## src/rtl/hdts_pkg.sv

```systemverilog
`timescale 1ns / 1ps
// ----------------------------------------------------------------------------
// Hex digit trie store: shared definitions
// Widths, node numbering, result codes and the structures that pass between
// the walk sequencer, the child memory and the top level.
// ----------------------------------------------------------------------------
package hdts_pkg;

  // Node store geometry: one row of child pointers per node.
  localparam int unsigned NodeW    = 16;
  localparam int unsigned MaxNodes = 1 << NodeW;
  localparam int unsigned DigitW   = 4;
  localparam int unsigned Alphabet = 1 << DigitW;
  localparam int unsigned IdW      = 12;
  localparam int unsigned StatusW  = 2;

  typedef logic [NodeW-1:0]  node_t;
  typedef logic [DigitW-1:0] digit_t;
  typedef logic [IdW-1:0]    id_t;

  // A full row holds the child pointers of one node, indexed by digit.
  typedef logic [Alphabet-1:0][NodeW-1:0] child_row_t;

  // The root is node 0 and can never be a child, so 0 also means "no child".
  localparam node_t RootNode = '0;
  localparam node_t NoChild  = '0;
  localparam node_t LastNode = NodeW'(MaxNodes - 1);

  // Command codes on the first digit of a key.
  localparam logic CmdInsert = 1'b0;
  localparam logic CmdLookup = 1'b1;

  typedef enum logic [StatusW-1:0] {
    StInserted = 2'd0,
    StFound    = 2'd1,
    StNotFound = 2'd2,
    StFull     = 2'd3
  } status_e;

  // Request from the walk sequencer to the child memory.
  typedef struct packed {
    logic   rd_en;
    node_t  rd_row;
    logic   wr_en;
    logic   wr_clr;
    node_t  wr_row;
    digit_t wr_lane;
    node_t  wr_data;
  } child_req_t;

  // Result of one key, handed to the output register.
  typedef struct packed {
    status_e status;
    id_t     matched_id;
  } result_t;

endpackage

```

## src/rtl/hdts_if.sv

```systemverilog
`timescale 1ns / 1ps
// ----------------------------------------------------------------------------
// Hex digit trie store: channel interfaces
// The digit input channel and the result output channel, each with a
// valid/ready handshake and the payload fields.
// ----------------------------------------------------------------------------

// Digit channel: one hex digit of a key per transfer.
interface hdts_in_if
  import hdts_pkg::*;
  ();
  logic   valid;
  logic   ready;
  logic   cmd;
  digit_t digit;
  logic   last;
  id_t    entry_id;

  modport source (output valid, output cmd, output digit, output last, output entry_id,
                  input ready);
  modport sink   (input valid, input cmd, input digit, input last, input entry_id,
                  output ready);
endinterface


```

## src/rtl/hdts_walk.sv

```systemverilog
`timescale 1ns / 1ps
// ----------------------------------------------------------------------------
// Hex digit trie store: walk sequencer
// Clears the node store after reset, then takes one digit at a time, reads the
// child row of the current node, allocates or follows the child, and at the
// end of a key stores or fetches the entry id.
// ----------------------------------------------------------------------------
module hdts_walk
  import hdts_pkg::*;
(
  input  logic          clk_i,
  input  logic          rst_ni,
  hdts_in_if.sink       in_i,
  output child_req_t    child_req_o,
  input  child_row_t    child_row_i,
  output logic          end_we_o,
  output node_t         end_waddr_o,
  output id_t           end_wdata_o,
  output logic          end_re_o,
  output node_t         end_raddr_o,
  input  id_t           end_rdata_i,
  output logic          res_valid_o,
  input  logic          res_ready_i,
  output result_t       res_o
);

  localparam logic [1:0] S_CLEAR = 2'd0;
  localparam logic [1:0] S_IDLE  = 2'd1;
  localparam logic [1:0] S_EXEC  = 2'd2;
  localparam logic [1:0] S_RESP  = 2'd3;

  logic [1:0] state_q, state_d;
  node_t      clr_q, clr_d;
  node_t      cursor_q, cursor_d;
  node_t      node_cnt_q, node_cnt_d;
  logic       key_open_q, key_open_d;
  logic       key_cmd_q, key_cmd_d;
  logic       miss_q, miss_d;
  logic       full_q, full_d;
  digit_t     digit_q, digit_d;
  logic       last_q, last_d;
  id_t        id_q, id_d;

  node_t      child;
  node_t      new_node;

  assign child    = child_row_i[digit_q];
  assign new_node = node_cnt_q + NodeW'(1);

  // Sequencer: clear pass, digit accept, row update, result hand-off.
  always_comb begin
    state_d     = state_q;
    clr_d       = clr_q;
    cursor_d    = cursor_q;
    node_cnt_d  = node_cnt_q;
    key_open_d  = key_open_q;
    key_cmd_d   = key_cmd_q;
    miss_d      = miss_q;
    full_d      = full_q;
    digit_d     = digit_q;
    last_d      = last_q;
    id_d        = id_q;
    child_req_o = '0;
    end_we_o    = 1'b0;
    end_waddr_o = cursor_q;
    end_wdata_o = id_q;
    end_re_o    = 1'b0;
    end_raddr_o = cursor_q;
    res_valid_o = 1'b0;
    in_i.ready  = 1'b0;

    case (state_q)
      S_CLEAR: begin
        child_req_o.wr_en  = 1'b1;
        child_req_o.wr_clr = 1'b1;
        child_req_o.wr_row = clr_q;
        end_we_o           = 1'b1;
        end_waddr_o        = clr_q;
        end_wdata_o        = '0;
        clr_d              = clr_q + NodeW'(1);
        if (clr_q == LastNode) begin
          state_d = S_IDLE;
        end
      end

      S_IDLE: begin
        in_i.ready         = 1'b1;
        child_req_o.rd_row = key_open_q ? cursor_q : RootNode;
        if (in_i.valid) begin
          child_req_o.rd_en = 1'b1;
          digit_d           = in_i.digit;
          last_d            = in_i.last;
          id_d              = in_i.entry_id;
          // The first digit of a key opens it and fixes the command.
          if (!key_open_q) begin
            key_open_d = 1'b1;
            key_cmd_d  = in_i.cmd;
            miss_d     = 1'b0;
            full_d     = 1'b0;
            cursor_d   = RootNode;
          end
          state_d = S_EXEC;
        end
      end

      S_EXEC: begin
        // Child row is available: allocate, follow or record a miss.
        if (key_cmd_q == CmdInsert) begin
          if (!full_q) begin
            if (child == NoChild) begin
              if (node_cnt_q == LastNode) begin
                full_d = 1'b1;
              end else begin
                node_cnt_d          = new_node;
                child_req_o.wr_en   = 1'b1;
                child_req_o.wr_row  = cursor_q;
                child_req_o.wr_lane = digit_q;
                child_req_o.wr_data = new_node;
                cursor_d            = new_node;
              end
            end else begin
              cursor_d = child;
            end
          end
        end else if (!miss_q) begin
          if (child == NoChild) begin
            miss_d = 1'b1;
          end else begin
            cursor_d = child;
          end
        end

        // At the end of the key, store the id or fetch it for the result.
        if (last_q) begin
          key_open_d  = 1'b0;
          end_waddr_o = cursor_d;
          end_raddr_o = cursor_d;
          end_we_o    = (key_cmd_q == CmdInsert) && !full_d;
          end_re_o    = (key_cmd_q == CmdLookup) && !miss_d;
          state_d     = S_RESP;
        end else begin
          state_d = S_IDLE;
        end
      end

      S_RESP: begin
        res_valid_o = 1'b1;
        if (res_ready_i) begin
          state_d = S_IDLE;
        end
      end

      default: begin
        state_d = S_CLEAR;
      end
    endcase
  end

  // Result fields of the key just ended.
  always_comb begin
    if (key_cmd_q == CmdInsert) begin
      res_o.status = full_q ? StFull : StInserted;
    end else begin
      res_o.status = miss_q ? StNotFound : StFound;
    end
    res_o.matched_id = ((key_cmd_q == CmdLookup) && !miss_q) ? end_rdata_i : '0;
  end

  // Control state.
  always_ff @(posedge clk_i or negedge rst_ni) begin
    if (!rst_ni) begin
      state_q    <= S_CLEAR;
      clr_q      <= '0;
      cursor_q   <= RootNode;
      node_cnt_q <= '0;
      key_open_q <= 1'b0;
      key_cmd_q  <= CmdInsert;
      miss_q     <= 1'b0;
      full_q     <= 1'b0;
    end else begin
      state_q    <= state_d;
      clr_q      <= clr_d;
      cursor_q   <= cursor_d;
      node_cnt_q <= node_cnt_d;
      key_open_q <= key_open_d;
      key_cmd_q  <= key_cmd_d;
      miss_q     <= miss_d;
      full_q     <= full_d;
    end
  end

  // Captured digit payload.
  always_ff @(posedge clk_i) begin
    digit_q <= digit_d;
    last_q  <= last_d;
    id_q    <= id_d;
  end

endmodule

```

## src/flat_wrapper.sv

```systemverilog
// flat-port wrapper written by rule: the top's interface ports become plain ports
module hdts_walk_flat import hdts_pkg::*;
  (clk_i, rst_ni, child_req_o, child_row_i, end_we_o, end_waddr_o, end_wdata_o, end_re_o, end_raddr_o, end_rdata_i, res_valid_o, res_ready_i, res_o, in_i_valid, in_i_cmd, in_i_digit, in_i_last, in_i_entry_id, in_i_ready);
  hdts_in_if in_i_i ();
  input  logic clk_i;
  input  logic rst_ni;
  output child_req_t child_req_o;
  input  child_row_t child_row_i;
  output logic end_we_o;
  output node_t end_waddr_o;
  output id_t end_wdata_o;
  output logic end_re_o;
  output node_t end_raddr_o;
  input  id_t end_rdata_i;
  output logic res_valid_o;
  input  logic res_ready_i;
  output result_t res_o;
  input wire logic [$bits(in_i_i.valid)-1:0] in_i_valid;
  input wire logic [$bits(in_i_i.cmd)-1:0] in_i_cmd;
  input wire logic [$bits(in_i_i.digit)-1:0] in_i_digit;
  input wire logic [$bits(in_i_i.last)-1:0] in_i_last;
  input wire logic [$bits(in_i_i.entry_id)-1:0] in_i_entry_id;
  output wire logic [$bits(in_i_i.ready)-1:0] in_i_ready;
  assign in_i_i.valid = in_i_valid;
  assign in_i_i.cmd = in_i_cmd;
  assign in_i_i.digit = in_i_digit;
  assign in_i_i.last = in_i_last;
  assign in_i_i.entry_id = in_i_entry_id;
  assign in_i_ready = in_i_i.ready;
  hdts_walk u_core (.clk_i(clk_i), .rst_ni(rst_ni), .in_i(in_i_i), .child_req_o(child_req_o), .child_row_i(child_row_i), .end_we_o(end_we_o), .end_waddr_o(end_waddr_o), .end_wdata_o(end_wdata_o), .end_re_o(end_re_o), .end_raddr_o(end_raddr_o), .end_rdata_i(end_rdata_i), .res_valid_o(res_valid_o), .res_ready_i(res_ready_i), .res_o(res_o));
endmodule
```

## config.mk

```make
export PLATFORM = sky130hd
export DESIGN_NAME = hdts_walk_flat
export DESIGN_NICKNAME = d
export VERILOG_FILES = /design/src/rtl/hdts_pkg.sv /design/src/rtl/hdts_if.sv /design/src/rtl/hdts_walk.sv /design/src/flat_wrapper.sv
export SDC_FILE = /design/constraint.sdc
export NUM_CORES = 1
export LEC_CHECK = 0
export BUFFER_PORTS_ARGS = -buffer_cell sky130_fd_sc_hd__buf_2
export CORE_AREA = 4 4 156 158
export DETAILED_ROUTE_END_ITERATION = 8
export DIE_AREA = 0 0 160 162
export PLACE_DENSITY = 0.59
export SKIP_LAST_GASP = 1
export SLEW_MARGIN = 10
export SYNTH_ARGS = -nofsm -noshare
export SYNTH_HDL_FRONTEND = slang
export SYNTH_SLANG_ARGS = --single-unit
```

## constraint.sdc

```tcl
create_clock -name clk_i -period 11.9 [get_ports clk_i]
set_input_delay 2.975 -clock clk_i [delete_from_list [all_inputs] [get_ports clk_i]]
set_output_delay 2.975 -clock clk_i [all_outputs]
set_load 0.05 [all_outputs]
```

==> metrics.log, run 1 <==
INFO  metric worst_slew_pin_slew = 1270 ps
INFO  metric rsz0062_at_grt = no
INFO  metric clock_sink_count = 71
INFO  metric syn2layout_area_growth = 38.1%
INFO  metric die_w = 160 µm
INFO  metric critical-path-max-stage-delay = 910 ps
INFO  metric postSynthAreaPerCell = 9.47 µm²
INFO  metric worst_path_cell_with_the_longest_stage_delay = o41ai_1
INFO  metric power.share.combinational = 14.2%
INFO  metric start_util = 29.1%
INFO  metric r2r_end = u_core.cursor_q[9]
INFO  metric yosys_warnings = 0
INFO  metric run_status = finished, final reports clean
INFO  metric grt_first_pass_wirelength = 46500 µm
INFO  metric ctsHoldBuffers = 0
INFO  metric p_clk_share = 48.6%
INFO  metric cp-end-kind = primary output
INFO  metric yosys_register_bits = 71
INFO  metric worst_slack = 2410 ps
INFO  metric gr-total-overflow = 0
INFO  metric post_synth_instance_area = 6740 µm²
INFO  metric finalHoldViolCount = 0
INFO  metric max_slew_headroom_at_the_worst_pin = 14.7%
INFO  metric worst-endpoint-arrival = 6520 ps
INFO  metric top_level_ports = 407
INFO  metric timing.clock.skew = 8.38 ps
INFO  metric total_internal_power = 512 µW
INFO  metric cts_inserted_buffers = 9
INFO  metric timing.final.crit_share = 79.8%
INFO  metric clock_tree_from_tritoncts = yes
INFO  metric tns = 0 ps
INFO  metric netlist_top_cells_area = mux4_2 (21%), dfrtp_1 (20%), edfxtp_1 (7.6%)
INFO  metric synth_edf_count = 17
INFO  metric remaining_drc_errors = 0
INFO  metric remaining_number_of_nets_flagged_by_the_antenna_check_after_routing = 0
INFO  metric worstSetupPathType = in -> out
INFO  metric net-switching-power = 158 µW
INFO  metric cts-root-buf = clkbuf_16
INFO  metric max-cap-violations = 0
INFO  metric cts_resized = 0
INFO  metric worstPathMaxFanout = 16
INFO  metric power_frac_seq = 37.2%
INFO  metric grt_antenna_before_repair = 8
INFO  metric peakVddDrop = 0.0644 mV
INFO  metric power-per-cell-area = 72.1 nW/µm²
INFO  metric hold_path_depth = 1
INFO  metric hold_path.startpoint = u_core.clr_q[11]
INFO  metric route.vias.total = 7397
INFO  metric die_y = 162 µm
INFO  metric fin_crit = 9490 ps
INFO  metric syn_nets = 1008
INFO  metric reg_clk_slew_reported_paths = 60 ps
INFO  metric synthDistinctLibCells = 57
INFO  metric htree_levels = 3
INFO  metric most-common-layout-cells = buf_2 (406), nand2_1 (111), mux4_2 (64)
INFO  metric synth_top_cell_by_area = mux4_2
INFO  metric power_leakage = 0.00449 µW
INFO  metric r2r-start = u_core.digit_q[0]
INFO  metric post_drt_wl_per_cell = 22.8 µm
INFO  metric finish.net_count = 1374
INFO  metric most_frequent_cp_cell = buf_2
INFO  metric final_core_utilization = 40.2%
INFO  metric grt_start_max_net_pins = 66
INFO  metric critical_path_required = 8930 ps
INFO  metric switching_share = 23.6%
INFO  metric drive_above_1_share = 47.5%
INFO  metric core_region_area = 23100 µm²
INFO  metric drt_pre_antenna_iters = 5
INFO  metric start_kind = input pin
INFO  metric clk_path_buf_depth = 2
INFO  metric wirelength = 31400 µm
INFO  metric worstSkewPairLatency = 350 ps
INFO  metric timing_max_transition_violations_final = 0
INFO  metric crit_path_cell_trace = buf_2 -> mux4_2 -> a22oi_1 -> nand2_1 -> nor4_2 -> nand4_2 -> o41ai_1 -> a21oi_1 -> o21ai_0 -> buf_2
INFO  metric r2r.worst_path.cells = 10
INFO  metric number_of_standard_cells_after_synthesis = 711
INFO  metric ys_dominant_reg_cell = dfrtp_1
INFO  metric r2r_setup_slack = 7100 ps
INFO  metric postCtsSetupBuffers = 0
INFO  metric synth_async_sr_flop_share = 76.1%
INFO  metric gpl.final_weighted_congestion = 0.933
INFO  metric buffer_ports.inserted = 406
INFO  metric dieArea = 25900 µm²
INFO  metric gr-usage-all-layers = 23.4%
INFO  metric hp-class = reg -> reg
INFO  metric vias_in_the_first_global_route = 7373
INFO  metric synth.yosys.seq_area_share = 27.6%
INFO  metric place.detailed.hpwl = 26000 µm
INFO  metric viasPerCell = 5.36
INFO  metric core.rowCount = 56
INFO  metric synth_top_area_share = 21.4%
INFO  metric first_iter_violations = 600
INFO  metric whs_endpoint = u_core.clr_q[11]
INFO  metric dpl_worst_slack = 2470 ps
INFO  metric fmaxAchievable = 105 MHz
INFO  metric report.final.setup_viol = 0
INFO  metric layout_commonest_cell = buf_2
stage by stage:
stage | hold WS [ps] | total power (µW) | std cells | area [µm²]
after detailed placement | 495 | 350 | 1356 | 8930
after global placement | 483 | 349 | 1356 | 8930
after floorplan | 459 | 289 | 711 | 6740
final | 502 | 670 | 1379 | 9300
after global routing | 538 | 696 | 1377 | 9300
after CTS | 506 | 677 | 1372 | 9280
critical path, delay by kind of cell:
kind	cells	cell delay (ps)
AO/OA/AOI/OAI	4	1440
buffers and inverters	2	410
multiplexers	1	460
AND/OR/NAND/NOR	3	1230
final cells by class:
cell class	count	area (µm²)
timing repair buffer	414	2090
multi-input combinational	567	4560
fill	2416	13800
tap	290	363
antenna	7	17.5
clock buffer	9	225
clock inverter	7	128
sequential	71	1860
inverter	14	52.6
registers in the layout (all words and copies together), names as in the netlist:
signal and count:
u_core.clr_q 16, u_core.cursor_q 16, u_core.digit_q 4, u_core.full_q 1, u_core.id_q 12, u_core.key_cmd_q 1
u_core.key_open_q 1, u_core.last_q 1, u_core.miss_q 1, u_core.node_cnt_q 16, u_core.state_q 2
cell usage after synthesis (all sizes together), types with 12 or more instances:
cell type,n
dfrtp,54
edfxtp,17
a22oi,37
clkbuf,41
a21oi,12
mux4,64
buf,18
inv,14
xnor2,25
nor2,42
nor2b,15
o21ai,63
xor2,14
a22o,12
nand2,111
and2,23
and3,25
nand4,12
how the worst max path moves through the flow:
stage / start / slack (ps) / to
finish: child_row_i[112] / 2410 / end_raddr_o[9]
global route: child_row_i[112] / 2250 / end_raddr_o[9]
detailed placement: child_row_i[112] / 2470 / end_raddr_o[9]
global placement: child_row_i[112] / 2480 / end_waddr_o[9]
CTS: child_row_i[112] / 2480 / end_raddr_o[9]
floorplan: child_row_i[48] / 2930 / end_waddr_o[9]
power groups by stage:
stage          clock [µW]  combinational, µW  sequential [µW]
2_1_floorplan           0               34.5              254
3_5_place_dp            0               95.8              254
4_1_cts               331               96.1              249
3_3_place_gp            0               94.4              254
5_1_grt               344                103              249
6_report              326               95.5              249
metal layers:
metal | global-route usage [%] | share of wire (%) | vias up
met2 | 39.4 | 50 | 338
met4 | 5.44 | 1.6 | 4
li1 | - | - | 3428
met5 | 0 | 0.11 | -
met1 | 31.4 | 42 | 3598
met3 | 4.44 | 6.4 | 29
kinds of logic after synthesis:
group / after synthesis / synth area share [%]
AOI/OAI and AO/OA: 178 / 17.9
DFF: 71 / 27.6
buffers and inverters: 73 / 4.74
adders and majority gates: 7 / 1.30
muxes: 76 / 23.4
xor gates and xnor gates: 39 / 5.07
and+or+nand+nor: 267 / 20.0
(Power assumes the default switching activity.)
==> run 2: changes to the inputs <==
PLACE_DENSITY = 0.61   (was 0.59)
clock period = 7.9 ns   (was 11.9 ns; I/O delays follow)
==> metrics.log, run 2 (synthesized netlist as in run 1, its figures left out) <==
INFO  metric dpl_worst_slack = 582 ps (was 2470 ps)
INFO  metric die_w = 160 µm (unchanged)
INFO  metric peakVddDrop = 0.104 mV (was 0.0644 mV)
INFO  metric max_slew_headroom_at_the_worst_pin = 30.7% (was 14.7%)
INFO  metric cts-root-buf = clkbuf_16 (unchanged)
INFO  metric tns = 0 ps (unchanged)
INFO  metric power.share.combinational = 15.7% (was 14.2%)
INFO  metric finalHoldViolCount = 0 (unchanged)
INFO  metric clock_tree_from_tritoncts = yes (unchanged)
INFO  metric worst_slew_pin_slew = 1040 ps (was 1270 ps)
INFO  metric fin_crit = 7480 ps
INFO  metric place.detailed.hpwl = 26800 µm (was 26000 µm)
INFO  metric clk_path_buf_depth = 2 (unchanged)
INFO  metric power_frac_seq = 40.3% (was 37.2%)
INFO  metric dieArea = 25900 µm² (unchanged)
INFO  metric ctsHoldBuffers = 0 (unchanged)
INFO  metric gpl.final_weighted_congestion = 0.992 (was 0.933)
INFO  metric worstPathMaxFanout = 11 (was 16)
INFO  metric report.final.setup_viol = 0 (unchanged)
INFO  metric cts_inserted_buffers = 9 (unchanged)
INFO  metric most-common-layout-cells = buf_2 (406), nand2_1 (111), mux4_2 (64) (unchanged)
INFO  metric postCtsSetupBuffers = 0 (unchanged)
INFO  metric route.vias.total = 7545 (was 7397)
INFO  metric hp-class = reg -> reg (unchanged)
INFO  metric viasPerCell = 5.46 (was 5.36)
INFO  metric top_level_ports = 407 (unchanged)
INFO  metric start_util = 29.1% (unchanged)
INFO  metric grt_first_pass_wirelength = 47200 µm (was 46500 µm)
INFO  metric die_y = 162 µm (unchanged)
INFO  metric power-per-cell-area = 100 nW/µm² (was 72.1 nW/µm²)
INFO  metric fmaxAchievable = 134 MHz
INFO  metric post_drt_wl_per_cell = 23.4 µm (was 22.8 µm)
INFO  metric final_core_utilization = 40.2% (about the same)
INFO  metric timing.final.crit_share = 94.7%
INFO  metric cp-end-kind = primary output (unchanged)
INFO  metric remaining_drc_errors = 0 (unchanged)
INFO  metric run_status = finished, final reports clean (unchanged)
INFO  metric cts_resized = 0 (unchanged)
INFO  metric worstSkewPairLatency = 340 ps (was 350 ps)
INFO  metric grt_antenna_before_repair = 7 (was 8)
INFO  metric htree_levels = 3 (unchanged)
INFO  metric finish.net_count = 1380 (was 1374)
INFO  metric core_region_area = 23100 µm² (unchanged)
INFO  metric core.rowCount = 56 (unchanged)
INFO  metric vias_in_the_first_global_route = 7559 (was 7373)
INFO  metric total_internal_power = 703 µW (was 512 µW)
INFO  metric start_kind = input pin (unchanged)
INFO  metric grt_start_max_net_pins = 66 (unchanged)
INFO  metric drt_pre_antenna_iters = 7 (was 5)
INFO  metric wirelength = 32300 µm (was 31400 µm)
INFO  metric layout_commonest_cell = buf_2 (unchanged)
INFO  metric worst_slack = 419 ps (was 2410 ps)
INFO  metric net-switching-power = 229 µW (was 158 µW)
INFO  metric p_clk_share = 44.0% (was 48.6%)
INFO  metric clock_sink_count = 71 (unchanged)
INFO  metric switching_share = 24.6% (was 23.6%)
INFO  metric worst-endpoint-arrival = 5510 ps (was 6520 ps)
INFO  metric reg_clk_slew_reported_paths = 60 ps (about the same)
INFO  metric drive_above_1_share = 47.6% (was 47.5%)
INFO  metric max-cap-violations = 0 (unchanged)
INFO  metric buffer_ports.inserted = 406 (unchanged)
INFO  metric first_iter_violations = 734 (was 600)
INFO  metric timing.clock.skew = 8.14 ps (was 8.38 ps)
INFO  metric worstSetupPathType = in -> out (unchanged)
INFO  metric rsz0062_at_grt = no (unchanged)
INFO  metric gr-usage-all-layers = 24.0% (was 23.4%)
INFO  metric remaining_number_of_nets_flagged_by_the_antenna_check_after_routing = 0 (unchanged)
INFO  metric power_leakage = 0.00449 µW (about the same)
INFO  metric gr-total-overflow = 0 (unchanged)
INFO  metric timing_max_transition_violations_final = 0 (unchanged)
INFO  metric syn2layout_area_growth = 38.1% (about the same)
INFO  metric critical_path_required = 5930 ps (was 8930 ps)
INFO  metric largestRegisters = u_core.clr_q (16), u_core.cursor_q (16), u_core.node_cnt_q (16) (unchanged)
==> run 2: cell type report <==
cell class              instances  area [µm²]
diodes                          4        10.0
clock buffers                  11         233
clock inverters                 5        58.8
fillers                      2396       13800
inverters                      14        52.6
multi-input cells             567        4560
flip-flops and latches         71        1860
well taps                     290         363
repair buffers                420        2160
==> run 2: path summary, 6_finish.rpt <==
path	start	to	slack [ps]	cells past startpoint
setup / recovery	child_row_i[112]	end_raddr_o[10]	420	10
hold reg to reg	u_core.clr_q[11]	u_core.clr_q[11]	490	1
min in group asynchronous	rst_ni	u_core.clr_q[7]	1760	2
max in group asynchronous	rst_ni	u_core.state_q[1]	5630	2
setup reg to reg	u_core.digit_q[0]	u_core.cursor_q[10]	3320	9
hold / removal	u_core.clr_q[11]	u_core.clr_q[11]	490	1
==> run 2: worst max-delay path, cell delays in order <==
cell      delay (ps)
buf_2            100
mux4_2           480
a22oi_1          200
nand2_1          240
nor4_2           440
and4_1           590
o21ai_0          310
a211oi_1         690
o21ai_0          190
buf_2            270
==> run 2: power groups by stage <==
stage | sequential [µW] | combinational, µW | clock, µW
6_report | 376 | 146 | 410
5_1_grt | 376 | 156 | 434
4_1_cts | 376 | 146 | 417
3_5_place_dp | 383 | 146 | 0
3_3_place_gp | 383 | 143 | 0
2_1_floorplan | 383 | 51.9 | 0
==> run 2: through the flow <==
stage | std cells | area, µm² | hold WS (ps) | power (µW)
2_1_floorplan | 711 | 6740 | 459 | 435
3_3_place_gp | 1362 | 9000 | 486 | 526
3_5_place_dp | 1362 | 9000 | 484 | 528
4_1_cts | 1378 | 9290 | 494 | 939
5_1_grt | 1382 | 9300 | 532 | 965
6_report | 1382 | 9300 | 495 | 932
==> run 2: layer usage <==
layer	vias to the layer above	GRT usage, %	wire length [µm]
met3	52	5.23	2540
met5	-	0	15
li1	3434	-	-
met1	3633	31.2	13000
met2	422	40.1	15900
met4	4	7.51	878
